### src/hw/rtl/mprb_ram.sv
module mprb_ram #(
  parameter int WIDTH = 8,
  parameter int DEPTH = 16
) (
  input  logic                     clk,
  input  logic                     we,
  input  logic [$clog2(DEPTH)-1:0] waddr,
  input  logic [WIDTH-1:0]         wdata,
  input  logic                     re,
  input  logic [$clog2(DEPTH)-1:0] raddr,
  output logic [WIDTH-1:0]         rdata
);

  logic [WIDTH-1:0] mem [DEPTH];

  // write port
  always_ff @(posedge clk) begin
    if (we) begin
      mem[waddr] <= wdata;
    end
  end

  // registered read port, holds when not enabled
  always_ff @(posedge clk) begin
    if (re) begin
      rdata <= mem[raddr];
    end
  end

endmodule

### config.mk
export PLATFORM = sky130hd
export DESIGN_NAME = mprb_ram
export DESIGN_NICKNAME = d
export VERILOG_FILES = /design/src/hw/rtl/mprb_ram.sv
export SDC_FILE = /design/constraint.sdc
export NUM_CORES = 1
export LEC_CHECK = 0
export BUFFER_PORTS_ARGS = -buffer_cell sky130_fd_sc_hd__buf_2
export CAP_MARGIN = 20
export CORE_MARGIN = 5
export CORE_UTILIZATION = 42
export CTS_CLUSTER_DIAMETER = 50
export DETAILED_ROUTE_END_ITERATION = 6
export PLACE_DENSITY = 0.7
export SLEW_MARGIN = 20
export SYNTH_ARGS = -nofsm -noshare
export SYNTH_HDL_FRONTEND = slang
export SYNTH_SLANG_ARGS = --single-unit
### constraint.sdc
create_clock -name clk -period 2.65 [get_ports clk]
set_input_delay 0.1325 -clock clk [delete_from_list [all_inputs] [get_ports clk]]
set_output_delay 0.1325 -clock clk [all_outputs]
set_load 0.01 [all_outputs]
==> summary.txt <==
Status
  – Status: finished, final reports clean

GRT
  – Global-route wire length before repair: 15.0 mm
  – Initial antenna violation count: 0
  – GRT overflow: 0
  – Largest net degree at the start of global routing: 22
  – Vias in the first global route: 2,568
  – All-Layer GR Usage: 14.3%

Yosys
  – Yosys reg bits: 136
  – Post-Synthesis Net Count: 248
  – Post-synth top area share: 78.1%
  – Post-Synthesis Cells: 229
  – Most area-consuming cells after synthesis: edfxtp_1 (78%), mux4_2 (7.8%), mux4_1 (7.0%), a22oi_1 (2.3%), nor2_1 (0.93%)
  – Synth cell types: 18
  – EDFF count, synth: 136
  – Ys flop type: edfxtp_1
  – Syn. warnings: 0
  – Most frequent cell after synthesis: edfxtp_1
  – Mapped Avg Cell Area: 22.8 sq um
  – Post-synth top cells: edfxtp_1 (136), mux4_2 (18), a22oi_1 (16), mux4_1 (14), nor2_1 (13)
  – Post-synth ARST share: 0%
  – Leading area contributor after synthesis: edfxtp_1
  – Cell Area, Synth: 5230 sq um
  – Sequential fraction of the synthesis area: 78.1%

Floorplanning
  – Row cnt: 40
  – Starting Density: 43.2%
  – Die X: 122 um
  – Die Ht: 122 um
  – Die area: 14,800 sq um
  – I/O pins: 27
  – CORE AREA: 12,100 sq um

Timing
  – Worst Max-Slew Pin Slew: 0.928 ns
  – Setup_tns: 0 ns
  – Fin. max-slew vios: 0
  – Relative slew margins: 37.9%
  – Fmax: 0.648 GHz
  – Fin crit share: 58.3%
  – Worst Skew: 0.0149 ns
  – Fin Hold WS: 0.0951 ns
  – RSZ-0062 raised after global routing: no
  – Final setup margin: 1.11 ns
  – Final hold vios: 0
  – Final count of negative-setup-slack endpoints: 0
  – Final min period: 1.54 ns

Cells and area
  – Area Growth Syn to Fin: 17.0%
  – Fraction of layout instances using a drive strength above 1: 28.4%
  – Fin nets: 296
  – # fillers: 973
  – Finished Layout Cells: 457
  – Cell area after layout: 6120 sq um
  – Post-Route Utilization: 50.5%
  – Ant. Diodes: 0

Drt
  – Routed wire length: 9.84 mm
  – DRC viols: 0
  – Vias per std cell: 5.30
  – Drt first-iter violations: 193
  – Pre-antenna DRT Iters: 5
  – Antenna-violating nets left: 0
  – Via Count: 2,422
  – Drt wl/cell: 21.5 um

Clock tree
  – Number of buffers created by CTS: 17
  – Clk Latency, worst-skew pair: 0.41 ns
  – Clk pin slew, worst setup/hold paths: 0.06 ns
  – Clk sinks: 136
  – CTS max path bufs: 2
  – TritonCTS clock tree: done
  – CTS resizes: 0
  – H-tree Lvls: 4
  – Post CTS Setup Buffer Count: 0
  – CTS Hold Bufs: 0
  – Clk root buf: clkbuf_16

Placed design
  – Number of I/O port buffers: 26
  – Inst Count DP: 426
  – Placed Instance Area: 5590 sq um
  – Detailed placement HPWL: 6.24 mm
  – GP Congestion: 0.763
  – Post-place setup slack: 0.688 ns

Critical path
  – CP top delay family: multiplexers
  – Bufs and invs on worst path: 0
  – Cell Chain, Critical Path: mux4_1, a22oi_1, nand2_1
  – Setup CP Type: register to register
  – CP Data Required Time: 2.78 ns
  – Worst R2R Path Depth: 3
  – Critical Path Sink Type: register
  – Setup crit start kind: register
  – Crit path max fanout: 1
  – Critical path depth: 3
  – Slowest cell on crit path: mux4_1
  – Crit path DAT: 1.68 ns
  – CP max stage delay: 0.50 ns

Hold path
  – HP Class: primary input to register
  – Hold path cells: 1

Pwr
  – Max IR drop VDD: 481 uV
  – Pwr/cell area: 775 nW/um^2
  – P_leak: 2.03 nW
  – Pwr Total: 4.74 mW

Job
  – Max Cap Violations: 0
==> logic make-up after synthesis <==
family	Yosys count	share of synthesized area [%]
AOI/OAI and AO/OA	16	2.30
and+or+nand+nor	35	3.14
muxes	32	14.8
DFF	136	78.1
buffers and inverters	10	1.65
==> where the power goes <==
part / leakage, nW / internal, mW / total (mW) / switching, mW
Combinational: 0.546 / 0.0909 / 0.220 / 0.129
Clock: 0.249 / 1.28 / 2.08 / 0.805
Sequential: 1.24 / 2.43 / 2.44 / 0.0113
Total: 2.03 / 3.80 / 4.74 / 0.946
==> routing by layer <==
metal	vias up	part of all wire, %	track usage (%)
li1	1071	-	-
met1	1258	44	20.2
met2	87	49	21.3
met3	6	5.9	4.04
met4	0	0.84	5.39
met5	-	0	0
==> worst paths after layout <==
check | from | to | slack (ns)
max reg2reg | mem[10][1] | rdata[1] | 1.11
max | mem[10][1] | rdata[1] | 1.11
min reg2reg | mem[15][5] | rdata[5] | 0.76
min | re | rdata[0] | 0.1
==> cell type report <==
class                           count  area [sq um]  share of cell area (%)
Timing Repair Buffer               39           240                    3.93
Multi-Input combinational cell     83          1060                    17.3
Clock inverter                      8          76.3                    1.25
Sequential cell                   136          4080                    66.8
Tap cell                          168           210                    3.44
Clock buffer                       23           448                    7.32
==> flip-flops by register name, indices dropped and copies added, names as in the netlist <==
name / flops
mem: 128
rdata: 8
==> cell usage in the layout (no fill, tap or decap) <==
cell,Yosys,routed
nor3_1,4,4
clkinv_4,0,2
clkbuf_1,0,6
bufinv_16,0,1
a22oi_1,16,16
mux4_2,18,18
edfxtp_1,136,136
nor2b_1,1,1
mux4_1,14,14
nand2_1,9,9
nand3_1,1,1
buf_12,0,1
and2b_1,1,1
clkinv_2,0,2
buf_4,1,12
or3b_2,1,1
nand2b_1,2,2
clkinv_1,0,1
clkbuf_16,0,17
nand3b_1,2,2
clkinvlp_4,0,2
buf_2,3,26
and2_1,1,1
nor2_1,13,13
No activity file was read; power rests on OpenSTA's default activity.
